**config.mk**
```make
export PLATFORM = sky130hd
export DESIGN_NAME = atr_front
export DESIGN_NICKNAME = d
export VERILOG_FILES = /design/src/rtl/atr_pkg.sv /design/src/rtl/atr_front.sv
export SDC_FILE = /design/constraint.sdc
export NUM_CORES = 1
export LEC_CHECK = 0
export ABC_AREA = 1
export BUFFER_PORTS_ARGS = -buffer_cell sky130_fd_sc_hd__buf_2
export CAP_MARGIN = 20
export CORE_ASPECT_RATIO = 1.75
export CORE_MARGIN = 2
export CORE_UTILIZATION = 36
export CTS_CLUSTER_SIZE = 8
export DETAILED_ROUTE_END_ITERATION = 7
export PLACE_DENSITY = 0.74
export SKIP_CTS_REPAIR_TIMING = 1
export SLEW_MARGIN = 25
export SYNTH_ARGS = -nofsm -noshare
export SYNTH_HDL_FRONTEND = slang
export SYNTH_SLANG_ARGS = --single-unit
```
**constraint.sdc**
```tcl
create_clock -name clk -period 3.44 [get_ports clk]
set_clock_uncertainty 0.1 [all_clocks]
set_input_delay 0.688 -clock clk [delete_from_list [all_inputs] [get_ports clk]]
set_output_delay 0.688 -clock clk [all_outputs]
set_load 0.1 [all_outputs]
```
**src/rtl/atr_pkg.sv**
```systemverilog
package atr_pkg;

    // Command codes carried by a request item.
    localparam logic CMD_WRITE   = 1'b0;
    localparam logic CMD_RESOLVE = 1'b1;

    // Layer kinds.
    localparam logic [1:0] LAYER_PARALLAX   = 2'd0;
    localparam logic [1:0] LAYER_BACKGROUND = 2'd1;
    localparam logic [1:0] LAYER_FOREGROUND = 2'd2;

    // Configuration register indexes.
    localparam int CFG_INDEX_W = 2;
    localparam int CFG_DATA_W  = 2;
    localparam logic [CFG_INDEX_W-1:0] CFG_LAYER_KIND        = 2'd0;
    localparam logic [CFG_INDEX_W-1:0] CFG_ANIMATION_PRESENT = 2'd1;
    localparam logic [CFG_INDEX_W-1:0] CFG_FOLD_DISABLE      = 2'd2;
    localparam logic [CFG_INDEX_W-1:0] CFG_PARALLAX_PRESENT  = 2'd3;

    // Fixed field widths and constants.
    localparam int          STEP_FIELD_W = 32;
    localparam int          STEP_SHIFT   = 3;
    localparam int          STEP_Q_MAX_W = STEP_FIELD_W - STEP_SHIFT;
    localparam int          DIVIDEND_W   = 32;
    localparam int          DIV_BITS     = 4;
    localparam logic [7:0]  EMPTY_TILE   = 8'hff;
    localparam logic [3:0]  FOLD_MIN     = 4'd9;
    localparam logic [3:0]  FOLD_MAX     = 4'd14;
    localparam logic [3:0]  FOLD_OFFSET  = 4'd8;
    localparam int          MID_DEPTH    = 4;
    localparam int          OUT_DEPTH    = 2;

    // Input item.
    typedef struct packed {
        logic                    command;
        logic [7:0]              tile_code;
        logic [7:0]              attribute_byte;
        logic [STEP_FIELD_W-1:0] frame_step;
        logic [7:0]              entry_start;
        logic [7:0]              entry_length;
    } request_t;

    // Result item.
    typedef struct packed {
        logic [7:0] shown_tile;
        logic       from_animated_set;
        logic       draw_enable;
        logic       draw_transparent;
    } result_t;

    // Configuration register set.
    typedef struct packed {
        logic [1:0] layer_kind;
        logic       animation_present;
        logic       fold_disable;
        logic       parallax_present;
    } cfg_t;

    // Classified operation passed from the front to the back.
    typedef struct packed {
        logic                    is_write;
        logic                    in_range;
        logic [7:0]              tile_code;
        logic [7:0]              entry_start;
        logic [7:0]              entry_length;
        logic [STEP_Q_MAX_W-1:0] step_q;
        logic                    anim_req;
        logic                    reverse;
        logic                    transparent;
    } op_t;

    // One stage of the remainder pipeline.
    typedef struct packed {
        logic [7:0]            tile;
        logic [7:0]            start;
        logic [7:0]            len;
        logic [7:0]            rem;
        logic [DIVIDEND_W-1:0] dividend;
        logic                  anim;
        logic                  reverse;
        logic                  transparent;
    } stage_t;

endpackage

```
**src/rtl/atr_front.sv**
```systemverilog
module atr_front #(
    parameter int LOOP_ENTRIES = 256,
    parameter int STEP_WIDTH   = 32
) (
    input  logic              clk,
    input  logic              rst_n,
    input  logic              push,
    output logic              full,
    input  atr_pkg::request_t request,
    input  atr_pkg::cfg_t     cfg,
    output logic              q_push,
    output atr_pkg::op_t      q_op,
    input  logic              q_full
);

    import atr_pkg::*;

    logic       front_valid_reg;
    op_t        front_op_reg;
    op_t        op_next;
    logic       advance;
    logic [3:0] code_raw;
    logic [3:0] code;
    logic [3:0] fwd_code;
    logic [3:0] rev_code;
    logic       match_fwd;
    logic       match_rev;
    logic       layer_ok;

    // The holding register moves on whenever it is empty or the queue takes it.
    assign advance = !front_valid_reg || !q_full;
    assign full    = !advance;
    assign q_push  = front_valid_reg && !q_full;
    assign q_op    = front_op_reg;

    // Classify the incoming item: fold the animation code and match it to the layer.
    always_comb
    begin
        code_raw = request.attribute_byte[7:4];
        code     = code_raw;
        if (!cfg.fold_disable && (code_raw >= FOLD_MIN) && (code_raw <= FOLD_MAX))
        begin
            code = code_raw - FOLD_OFFSET;
        end
        fwd_code  = {1'b0, cfg.layer_kind, 1'b1};
        rev_code  = fwd_code + 4'd1;
        match_fwd = (code == fwd_code);
        match_rev = (code == rev_code);
        layer_ok  = (cfg.layer_kind <= LAYER_FOREGROUND);

        op_next.is_write     = (request.command == CMD_WRITE);
        op_next.in_range     = ({1'b0, request.tile_code} < 9'(LOOP_ENTRIES));
        op_next.tile_code    = request.tile_code;
        op_next.entry_start  = request.entry_start;
        op_next.entry_length = request.entry_length;
        op_next.step_q       = STEP_Q_MAX_W'(request.frame_step[STEP_WIDTH-1:STEP_SHIFT]);
        op_next.anim_req     = cfg.animation_present && layer_ok && (match_fwd || match_rev);
        op_next.reverse      = match_rev;

        case (cfg.layer_kind)
            LAYER_PARALLAX:   op_next.transparent = 1'b0;
            LAYER_BACKGROUND: op_next.transparent = cfg.parallax_present;
            default:          op_next.transparent = 1'b1;
        endcase
    end

    always_ff @(posedge clk or negedge rst_n)
    begin
        if (!rst_n)
        begin
            front_valid_reg <= 1'b0;
        end
        else if (advance)
        begin
            front_valid_reg <= push;
        end
    end

    always_ff @(posedge clk)
    begin
        if (advance && push)
        begin
            front_op_reg <= op_next;
        end
    end

endmodule

```
==> flow_metrics.env <==
export IMPL_yosysSeqAreaShare_pct=89.3
export IMPL_critical_path_depth=4
export IMPL_fmax_mhz=463
export IMPL_grt_max_degree=22
export IMPL_vdd_drop_max_uv=282
export IMPL_run_status="finished, final reports clean"
export IMPL_cpMostUsedCell="buf_2"
export IMPL_start_kind="primary input"
export IMPL_hpwl_um=3130
export IMPL_worst_setup_path_end_kind="output pin"
export IMPL_setup_viol=0
export IMPL_largest_reg_flops=57
export IMPL_fin_crit_sh_pct=62.8
export IMPL_drc=0
export IMPL_ys_ff_latch=58
export IMPL_ios=134
export IMPL_rows=35
export IMPL_die_w_um=59.6
export IMPL_first_pass_iters=4
export IMPL_cts_htree_levels=3
export IMPL_hold_ws_ps=27.8
export IMPL_syn_cell_area_um2=1940
export IMPL_nNetsFinal=311
export IMPL_crit_path_end="full"
export IMPL_final_cells=294
export IMPL_finalMaxSlewViolations=0
export IMPL_maxCapViolCount=0
export IMPL_stdcell_area_um2=2860
export IMPL_postSynthNetCount=174
export IMPL_wl_per_cell_um=13.5
export IMPL_core_area_um2=5260
export IMPL_place_inst=278
export IMPL_cts_buffer_depth=2
export IMPL_syn_avg_cell_area_um2=20.0
export IMPL_critical_path_reg2reg_startpoint="front_valid_reg"
export IMPL_grt_pass1_wl_um=5420
export IMPL_worstMarginPinSlew_ps=544
export IMPL_cts_num_sinks=58
export IMPL_crit_family="buffers and inverters"
export IMPL_io_buffers=125
export IMPL_reg2reg_slack_ps=1670
export IMPL_p_per_area_nw_per_um2=646
export IMPL_tritoncts="built"
export IMPL_setup_tns_ps=0
export IMPL_hold_class="primary input to asynchronous set/reset pin"
export IMPL_synth_distinct_cells=15
export IMPL_p_leak_uw=0.00130
export IMPL_grt_pass1_vias=1197
export IMPL_crit_type="primary input to output pin"
export IMPL_yosysWarnings=0
export IMPL_final_core_util_pct=54.5
export IMPL_area_delta_synth_final_pct=47.2
export IMPL_root_buffer="clkbuf_8"
export IMPL_worstPathCellList="buf_2 > nand2_1 > inv_1 > buf_2"
export IMPL_path_buf_inv=3
export IMPL_initial_utilization_pct=37.0
export IMPL_max_slew_margin_pct=63.6
export IMPL_grt_overflow=0
export IMPL_cpPeakStageDelay_ps=440
export IMPL_post_route_cells_drive_above_1_share_pct=60.7
export IMPL_cp_max_fo=2
export IMPL_diodes=0
export IMPL_antenna_found_initial=0
export IMPL_critical_path_startpoint="q_full"
export IMPL_crit_slowest_cell="buf_2"
export IMPL_postSynthCellCount=97
export IMPL_layout_common_cells="125 x buf_2, 57 x edfxtp_1, 12 x clkbuf_8"
export IMPL_clkTransAtPathRegs_ps=60
export IMPL_grtUsageTotal_pct=13.1
export IMPL_drtIter0Drc=36
export IMPL_crit_required_ps=2650
export IMPL_fp_dieH_um=101
export IMPL_placed_area_um2=2650
export IMPL_mostFrequentLayoutCell="buf_2"
export IMPL_vias_per_cell=4.32
export IMPL_ant_nets=0
export IMPL_cts_buffers=9
export IMPL_fin_crit_ps=2160
export IMPL_rsz0062_at_grt="no"
export IMPL_die_area_um2=6030
export IMPL_gp_congestion=0.734
export IMPL_clock_latency_ps=320
export IMPL_r2r_end="q_op[57]"
export IMPL_wirelength_um=3960
export IMPL_rr_worst_depth=4
export IMPL_hold_viol=0
export IMPL_worst_ep_arrival_time_ps=1370
export IMPL_vias=1271
[Yosys cell counts, drive strengths merged]
cell	n	area share (%)
a21oi	2	0.71
buf	1	0.39
conb	1	0.19
dfrtp	1	1.3
edfxtp	57	88
ha	3	1.9
inv	10	1.9
nand2	9	1.7
nand3	4	1.3
nor2	5	1.1
o21ai	2	0.51
xor2	2	0.90
[power by group]
part | switching [µW] | leakage [µW] | total, µW | internal (µW)
registers | 7.81 | 0.000554 | 832 | 824
logic | 333 | 0.000638 | 392 | 59.5
clock network | 231 | 0.000107 | 624 | 393
[worst register-to-register path: stages, from the launching register on]
cell     delay [ps]
dfrtp_1         380
nand2_1          90
inv_1            70
nor2_4          430
buf_4           370
[per-layer routing]
metal	share of wire, %	up-vias	track usage [%]	wire length (µm)
met5	0	-	0	0
met4	3.3	0	9.91	129
met3	6.8	10	4.34	268
met2	57	60	22.2	2260
met1	33	579	12.4	1300
li1	-	622	-	-
[worst min path at each step]
stage | startpoint | slack (ps) | to | depth (start not counted)
2_1_floorplan | rst_n | 290 | front_valid_reg | 0
3_3_place_gp | rst_n | 360 | front_valid_reg | 1
3_5_place_dp | rst_n | 370 | front_valid_reg | 1
4_1_cts | rst_n | 10 | front_valid_reg | 1
5_1_grt | rst_n | 7 | front_valid_reg | 1
6_report | rst_n | 30 | front_valid_reg | 1
[area by class of cell]
type,instances,area [µm²]
clock inverter,2,35.0
inverter,10,37.5
fill,477,2390
clock buffer,14,173
tap,55,68.8
multi-input combinational,28,170
sequential,58,1740
timing repair buffer,127,641
[cell families (layout without fill, tap and decap cells)]
kind of cell,count (synthesis),after routing,synth area share [%]
other,1,1,0.193
AOI/OAI and AO/OA,4,4,1.22
xor gates and xnor gates,2,2,0.901
DFF,58,58,89.3
and+or+nand+nor,18,18,4.12
buffers and inverters,11,153,2.32
adders and majority gates,3,3,1.93
[stage by stage]
step                worst slack, ps  power [µW]
floorplan                       148        1160
global placement               1270        1240
detailed placement             1230        1240
CTS                            1280        1870
global route                   1230        1910
finish                         1280        1850
Note: power is estimated with default switching activity, not from simulation.
