**config.mk**
```make
export PLATFORM = sky130hd
export DESIGN_NAME = atr_queue
export DESIGN_NICKNAME = d
export VERILOG_FILES = /design/src/rtl/atr_queue.sv
export SDC_FILE = /design/constraint.sdc
export NUM_CORES = 1
export LEC_CHECK = 0
export ABC_CLOCK_PERIOD_IN_PS = 2600
export BUFFER_PORTS_ARGS = -buffer_cell sky130_fd_sc_hd__buf_2
export CAP_MARGIN = 15
export CORE_MARGIN = 2
export CORE_UTILIZATION = 40
export CTS_CLUSTER_DIAMETER = 60
export CTS_CLUSTER_SIZE = 14
export DETAILED_ROUTE_END_ITERATION = 6
export PLACE_DENSITY = 0.57
export SKIP_LAST_GASP = 1
export SYNTH_ARGS = -nofsm -noshare
export SYNTH_HDL_FRONTEND = slang
export SYNTH_SLANG_ARGS = --single-unit
```
**constraint.sdc**
```tcl
create_clock -name clk -period 2.6 [get_ports clk]
set_input_delay 0.52 -clock clk [delete_from_list [all_inputs] [get_ports clk]]
set_output_delay 0.52 -clock clk [all_outputs]
set_load 0.03 [all_outputs]
```
**src/rtl/atr_queue.sv**
```systemverilog
module atr_queue #(
    parameter int W     = 8,
    parameter int DEPTH = 4
) (
    input  logic         clk,
    input  logic         rst_n,
    input  logic         push,
    input  logic [W-1:0] push_data,
    output logic         full,
    input  logic         pop,
    output logic [W-1:0] pop_data,
    output logic         empty
);

    localparam int PTR_W = (DEPTH > 1) ? $clog2(DEPTH) : 1;
    localparam int CNT_W = $clog2(DEPTH + 1);

    logic [W-1:0]     mem [DEPTH];
    logic [PTR_W-1:0] wr_ptr_reg, wr_ptr_next;
    logic [PTR_W-1:0] rd_ptr_reg, rd_ptr_next;
    logic [CNT_W-1:0] count_reg, count_next;
    logic             do_push;
    logic             do_pop;

    assign full     = (count_reg == CNT_W'(DEPTH));
    assign empty    = (count_reg == '0);
    assign do_push  = push && !full;
    assign do_pop   = pop && !empty;
    assign pop_data = mem[rd_ptr_reg];

    // Pointer and occupancy update.
    always_comb
    begin
        wr_ptr_next = wr_ptr_reg;
        rd_ptr_next = rd_ptr_reg;
        count_next  = count_reg;
        if (do_push)
        begin
            wr_ptr_next = (wr_ptr_reg == PTR_W'(DEPTH - 1)) ? '0 : wr_ptr_reg + 1'b1;
        end
        if (do_pop)
        begin
            rd_ptr_next = (rd_ptr_reg == PTR_W'(DEPTH - 1)) ? '0 : rd_ptr_reg + 1'b1;
        end
        if (do_push && !do_pop)
        begin
            count_next = count_reg + 1'b1;
        end
        else if (do_pop && !do_push)
        begin
            count_next = count_reg - 1'b1;
        end
    end

    always_ff @(posedge clk or negedge rst_n)
    begin
        if (!rst_n)
        begin
            wr_ptr_reg <= '0;
            rd_ptr_reg <= '0;
            count_reg  <= '0;
        end
        else
        begin
            wr_ptr_reg <= wr_ptr_next;
            rd_ptr_reg <= rd_ptr_next;
            count_reg  <= count_next;
        end
    end

    // Storage for waiting items.
    always_ff @(posedge clk)
    begin
        if (do_push)
        begin
            mem[wr_ptr_reg] <= push_data;
        end
    end

endmodule

```
==> results of run 1 <==
-- per-layer routing --
layer,global-route usage [%],vias up,routed length [um]
li1,-,350,-
met4,6.89,0,43
met2,19.9,14,1180
met3,5.00,4,98
met5,0,-,0
met1,15.0,371,977
-- cell usage after synthesis, types with 2 or more instances --
| cell | n |
|---|---|
| mux2_2 | 3 |
| mux4_2 | 8 |
| xor2_1 | 2 |
| inv_1 | 3 |
| edfxtp_1 | 32 |
| and2_2 | 4 |
| ha_1 | 6 |
| mux2_4 | 2 |
| nor2_1 | 3 |
| dfrtp_1 | 7 |
-- final cells by class --
class	count	area, um^2	share of cell area [%]
timing repair buffer	21	105	5.65
inverter	3	11.3	0.606
clock buffer	7	86.3	4.64
sequential	39	1140	61.1
clock inverter	1	5.00	0.269
multi-input combinational	34	453	24.4
tap	50	62.6	3.36
-- report_power, final --
part | switching [uW] | leakage [uW] | internal [uW]
Sequential | 150 | 0.000375 | 846
Clock | 186 | 0.0000482 | 214
Combinational | 414 | 0.000278 | 362
Total | 750 | 0.000702 | 1420
-- path summary, 6_finish.rpt --
path                                     from       endpoint  slack [ps]  cells after the start
worst min-delay path                    rst_n   count_reg[1]          60                      1
worst min register to register   count_reg[2]   count_reg[2]         520                      1
worst max-delay path            rd_ptr_reg[0]    pop_data[7]         310                      2
min in group clk                 push_data[1]      mem[3][1]         440                      1
max in group asynchronous               rst_n  wr_ptr_reg[1]        2380                      1
worst max register to register   count_reg[2]   count_reg[2]         580                      8
-- logic make-up after synthesis --
kind of cell / Yosys count / share of synthesized area [%]
xor+xnor: 3 / 1.62
flops: 39 / 70.1
fa+ha+maj: 7 / 5.87
mux: 13 / 15.1
simple gates: 11 / 5.41
buf+inv: 6 / 1.93
-- stage by stage --
stage               area (um^2)  total power [uW]  cells
floorplan                  1620              1620     79
global placement           1770              1790    147
detailed placement         1770              1810    147
finish                     1860              2170    155
global route               1860              2330    155
CTS                        1860              2210    155
-- critical path, delay by kind of cell (launching register included) --
kind | cells | cell delay [ps]
buffers and inverters | 1 | 190
DFF | 1 | 720
muxes | 1 | 580
-- cells in the final DEF (no fill, tap or decap), drive strengths merged --
master,synthesis,final
and2,4,4
buf,3,21
clkbuf,0,7
clkinv,0,1
dfrtp,7,7
edfxtp,32,32
fa,1,1
ha,6,6
inv,3,3
mux2,5,5
mux4,8,8
nand2b,1,1
nor2,3,3
nor2b,1,1
nor3,1,1
nor3b,1,1
xnor2,1,1
xor2,2,2
==> reports/results.tsv, run 1 <==
metric	value	unit
coreArea	0.00394	mm^2
dr_total_vias	739	
tightestPinTransition	590	ps
fill_cells	330	
first_pass_iters	2	
preCtsSetupSlack	516	ps
cts_sinks	39	
synthFlopType	edfxtp_1	
rsz0062_at_grt	no	
synth_edf_count	32	
cts_tree	done	
cts_hold_buf	0	
post_cts_resized	0	
powerDensity	1170	mW/mm^2
hold_path_class	in2async	
worstSkewPairLatency	280	ps
globalplace.congestion	0.664	
final-max-slew-violation-count	0	
crit_chain	mux4_2 > buf_2	
finClkSkew	7.44	ps
antenna_left	0	
cts.path.max_buffers	2	
overflow	0	
gr-usage-all-layers	12.7	%
cts_buffers	5	
synth.largest_area_cell	edfxtp_1	
clock.fmax	0.437	GHz
vdd_drop_max	454	uV
critPathMaxStageDelay	720	ps
diodes	0	
cp-start-kind	flop	
crit_path_top_delay_cell	dfrtp_1	
start_util	41.1	%
antenna_found_initial	0	
hpwlAfterDp	1580	um
grt_max_degree	13	
hold_slack	59.2	ps
largest_reg_flops	32	
boundaryPins	22	
crit_required	2080	ps
cts-root-buf	clkbuf_8	
timing.setup.tns	0	ps
drive_gt1_share	45.7	%
ys_types	19	
grt_pass1_vias	808	
h-tree-depth	2	
syn-num-nets	98	
yosysSeqAreaShare	70.1	%
worstSetupPathType	reg2out	
min_period	2290	ps
yosysWarnings	0	
hold_violations	0	
p_leak	0.000702	uW
post_cts_buffers	0	
setup_slack	313	ps
synth_async_sr_flop_share	17.9	%
synth_cells	79	
synth_top_area_share	59.3	%
syn_area	0.00162	mm^2
chipHeight	67.6	um
setup_violations	0	
clk_pin_slew	70	ps
route.detailed.drc	0	
grt_pass1_wl	3910	um
wl	2300	um
drtIter0Drc	36	
synth_area_leaders	edfxtp_1 (59%), mux4_2 (11%), dfrtp_1 (11%)	
port_buffers	21	
arrival	1770	ps
maxSlewHeadroom	60.7	%
wl_per_cell	14.9	um
viasPerCell	4.77	
avgSynthCellArea	20.5	um^2
final.period_utilization	88.0	%
nets	123	
die_area	0.00458	mm^2
final_util	47.2	%
num_rows	23	
ys_seq_elements	39	
maxCapViolCount	0	
status	finished, final reports clean	
end_kind	output pin	
die_w	67.6	um
area_growth	14.7	%
path_max_fanout	11	
Power figures use the tool's default switching activity.
==> inputs of run 2 (changes only) <==
ABC_CLOCK_PERIOD_IN_PS = 2890   (was 2600)
clock period = 2.89 ns   (was 2.6 ns; I/O delays follow)
==> run 2 against run 1 <==
Die area did not move. Final cell count did not move. Hold slack improved by 62 ps. First-iteration DRC count rose by 42%. Critical path type unchanged. Setup slack improved by 220 ps. Register-to-register slack improved by 290 ps. Clock power rose by 15%. Largest power group unchanged. Non-clock buffer count did not move. Via count did not move. Critical endpoint unchanged. Clock skew fell by 5.0 ps.
==> reports/results.tsv, run 2 (synthesis results as in run 1) <==
metric	value	unit	change
gr-usage-met3	5.00	%	unchanged
grt_pass1_vias	791		-2.1%
die_area	0.00458	mm^2	unchanged
largest_reg_flops	32		unchanged
total_power	2050	uW	-5.5%
cts_buffers	5		unchanged
fill_cells	327		-0.91%
post_cts_resized	0		unchanged
tightestPinTransition	590	ps	+0.917 ps
die_w	67.6	um	unchanged
top_usage_layer	met2		
rsz0062_at_grt	no		
gr-usage-all-layers	12.4	%	-0.32 points
overflow	0		unchanged
crit_required	2310	ps	+230 ps
cts_sinks	39		unchanged
port_buffers	21		unchanged
boundaryPins	22		unchanged
antenna_found_initial	0		unchanged
nets	123		unchanged
setup_slack	530	ps	+217 ps
worstSkewPairLatency	280	ps	about the same
layout_commonest_cell	edfxtp_1		
viasPerCell	4.77		unchanged
grtUsageMet2	19.4	%	-0.49 points
maxCapViolCount	0		unchanged
first_pass_iters	4		+2
wl	2370	um	+2.9%
cts.path.max_buffers	2		unchanged
crit_path_top_delay_cell	dfrtp_1		
coreArea	0.00394	mm^2	unchanged
drtIter0Drc	51		+42%
powerDensity	1090	mW/mm^2	-6.8%
post_cts_buffers	0		unchanged
crit_chain	mux4_2 > buf_2		
cts-root-buf	clkbuf_8		
crit_start	rd_ptr_reg[0]		
hpwlAfterDp	1610	um	+2.0%
hold_slack	121	ps	+62.0 ps
critPathMaxStageDelay	720	ps	about the same
timing.setup.tns	0	ps	unchanged
min_period	2360	ps	
start_util	41.1	%	unchanged
drive_gt1_share	46.7	%	+0.95 points
final_cell_mix	edfxtp_1 (32), buf_2 (21), mux4_2 (8)		
cts_hold_buf	0		unchanged
preCtsSetupSlack	774	ps	+257 ps
status	finished, final reports clean		
final.period_utilization	81.7	%	
cts_tree	done		
path_max_fanout	11		unchanged
h-tree-depth	2		unchanged
clock.fmax	0.424	GHz	
hold_path_class	in2async		
hold_violations	0		unchanged
num_rows	23		unchanged
dr_total_vias	739		unchanged
arrival	1780	ps	about the same
cp-start-kind	flop		
end_kind	output pin		
p_leak	0.000715	uW	+1.8%
chipHeight	67.6	um	unchanged
finClkSkew	2.46	ps	-4.99 ps
clk_pin_slew	70	ps	about the same
route.detailed.drc	0		unchanged
antenna_left	0		unchanged
grt_max_degree	13		unchanged
grt_pass1_wl	3880	um	-0.72%
vdd_drop_max	448	uV	-1.2%
grt_use_met1	15.8	%	+0.78 points
r2r_start	count_reg[2]		
worstSetupPathType	reg2out		
globalplace.congestion	0.664		unchanged
wl_per_cell	15.3	um	+2.9%
diodes	0		unchanged
final-max-slew-violation-count	0		unchanged
setup_violations	0		unchanged
area_growth	16.4	%	
maxSlewHeadroom	60.6	%	-0.061 points
[run 2: area by class of cell]
| cell class | count | area (um^2) | area share (%) |
|---|---|---|---|
| flip-flops and latches | 39 | 1140 | 60.3 |
| well taps | 50 | 62.6 | 3.32 |
| clock buffers | 6 | 82.6 | 4.38 |
| inverters | 3 | 11.3 | 0.597 |
| repair buffers | 21 | 105 | 5.57 |
| clock inverters | 2 | 35.0 | 1.86 |
| multi-input cells | 34 | 453 | 24.0 |
[run 2: where the power goes]
part           switching [uW]  internal (uW)  leakage [uW]  total (uW)
registers                 135            761      0.000375         896
logic                     373            325      0.000278         698
clock network             178            279     0.0000612         457
total                     687           1360      0.000715        2050
[run 2: layer usage]
metal	share of wire [%]	vias up
met5	0	-
met4	0.72	0
met3	3.5	3
met2	53	13
met1	43	374
li1	-	349
[run 2: final timing paths]
path                                       to  slack [ps]  depth (start not counted)
min in group clk                    mem[3][1]         500                          1
worst min register to register   count_reg[2]         510                          1
worst min-delay path             count_reg[1]         120                          1
worst max register to register   count_reg[2]         870                          8
max in group asynchronous       wr_ptr_reg[0]        2600                          1
worst max-delay path              pop_data[7]         530                          2
[run 2: worst max-delay path: cells and delay by family, from the launching register on]
family	cells	cell delay, ps
DFF	1	720
buffers and inverters	1	190
muxes	1	590
[run 2: per-stage QoR]
step | instances | instance area, um^2 | util, %
4_1_cts | 155 | 1890 | 47.8
6_report | 155 | 1890 | 47.8
3_3_place_gp | 147 | 1770 | 44.8
2_1_floorplan | 79 | 1620 | -
5_1_grt | 155 | 1890 | 47.8
3_5_place_dp | 147 | 1770 | 44.8
==> inputs of run 3 (changes only) <==
ABC_CLOCK_PERIOD_IN_PS = 2050   (was 2890)
PLACE_DENSITY = 0.59   (was 0.57)
clock period = 2.05 ns   (was 2.89 ns; I/O delays follow)
==> run 3 against run 2 <==
Clock power increased by 42%. Sequential cell count unchanged. Hold slack improved by 210 ps.
==> reports/results.tsv, run 3 (synthesis results as in run 1) <==
metric	value	unit	change
status	finished, final reports clean		
fill_cells	316		-3.4%
tightestPinTransition	414	ps	-176 ps
cts_tree	done		
end_kind	output pin		
viasPerCell	4.82		+1.0%
drive_gt1_share	51.4	%	+4.7 points
port_buffers	21		unchanged
multiInputGateArea	477	um^2	+5.2%
rr_endpoint	count_reg[2]		
worstHoldStart	push_data[2]		
boundaryPins	22		unchanged
grt_pass1_vias	800		+1.1%
r2r_start	count_reg[0]		
die_w	67.6	um	unchanged
layout_commonest_cell	edfxtp_1		
worstSkewPairLatency	290	ps	about the same
cts.path.max_buffers	2		unchanged
chipHeight	67.6	um	unchanged
grt_max_degree	13		unchanged
crit_start	rd_ptr_reg[0]		
coreArea	0.00394	mm^2	unchanged
post_cts_buffers	0		unchanged
holdPathStages	1		
powerDensity	1530	mW/mm^2	+41%
area_growth	19.2	%	
clock.fmax	0.511	GHz	
final.period_utilization	95.5	%	
final_cell_mix	edfxtp_1 (32), buf_2 (21), mux4_2 (8)		
nets	125		+1.6%
rsz0062_at_grt	no		
cts-root-buf	clkbuf_8		
maxSlewHeadroom	72.4	%	+12 points
gr-usage-met3	4.33	%	-0.67 points
wl_per_cell	15.2	um	-0.57%
min_period	1960	ps	
rrSetupSlack	150	ps	-720 ps
route.detailed.drc	0		unchanged
finClkSkew	5.86	ps	+3.41 ps
crit_required	1640	ps	-670 ps
seq_area	0.00114	mm^2	+0.44%
diodes	0		unchanged
placed_cells	148		+0.68%
clk_pin_slew	70	ps	about the same
gr-usage-all-layers	12.7	%	+0.28 points
wl	2390	um	+0.72%
path_max_fanout	11		unchanged
r2r_cells	8		unchanged
final-max-slew-violation-count	0		unchanged
maxCapViolCount	0		unchanged
worstHoldEndpoint	mem[0][2]		
grt_pass1_wl	3840	um	-1.1%
stdcell_count	157		+1.3%
hpwlAfterDp	1610	um	+0.21%
cts_sinks	39		unchanged
drtIter0Drc	30		-41%
antenna_found_initial	0		unchanged
start_util	41.1	%	unchanged
grtUsageMet2	18.5	%	-0.86 points
cp-start-kind	flop		
worstSetupPathType	reg2out		
top_usage_layer	met2		
first_pass_iters	3		-1
h-tree-depth	2		unchanged
num_rows	23		unchanged
overflow	0		unchanged
hold_violations	0		unchanged
setup_violations	0		unchanged
timing.setup.tns	0	ps	unchanged
vdd_drop_max	711	uV	+59%
cts_buffers	5		unchanged
largest_reg_flops	32		unchanged
grt_use_met1	14.9	%	-0.88 points
hold_path_class	in2reg		
globalplace.congestion	0.650		-2.0%
total_power	2960	uW	+44%
dr_total_vias	756		+2.3%
p_leak	0.000725	uW	+1.4%
die_area	0.00458	mm^2	unchanged
arrival	1550	ps	-230 ps
antenna_left	0		unchanged
## run 3: worst max-delay path by stage
stage	endpoint	slack [ps]	cells past startpoint
after CTS	pop_data[7]	7	2
after global routing	pop_data[6]	20	2
final	pop_data[7]	90	2
after global placement	pop_data[7]	140	2
after detailed placement	pop_data[4]	140	2
after floorplan	count_reg[1]	10	7
## run 3: stage by stage
step | area, um^2 | hold WS [ps] | utilization, % | setup WS, ps
3_5_place_dp | 1800 | 258 | 45.7 | 142
3_3_place_gp | 1800 | 257 | 45.7 | 143
6_report | 1930 | 327 | 49.0 | 91.5
2_1_floorplan | 1650 | 114 | - | 13.0
5_1_grt | 1930 | 320 | 49.0 | 21.3
4_1_cts | 1930 | 325 | 48.9 | 7.01
## run 3: power by group
| group | leakage (uW) | switching [uW] | internal, uW |
|---|---|---|---|
| Clock | 0.0000612 | 258 | 393 |
| Sequential | 0.000373 | 201 | 1080 |
| Combinational | 0.000290 | 535 | 487 |
## run 3: metal layers
metal | part of all wire (%) | routed length, um
met5 | 0 | 0
met4 | 3.5 | 83
met3 | 5.2 | 123
met2 | 49 | 1180
met1 | 42 | 997
## run 3: cell type report
class	instances	area share, %
flip-flops and latches	39	59.1
multi-input cells	34	24.7
repair buffers	23	6.35
clock buffers	6	4.27
well taps	50	3.24
clock inverters	2	1.81
inverters	3	0.583
## run 3: what timing repair did
action | CTS | global route
endpoints found under the setup margin | 8 | 8
resized for setup | 1 | 1
pin swaps | 0 | 0
hold endpoints to repair | 7 | 0
cloned | 0 | 0
hold buffers | 1 | 0
## run 3: worst max-delay path, cell delays in order, from the launching register on
cell	delay, ps
dfrtp_4	540
mux4_2	520
buf_2	190
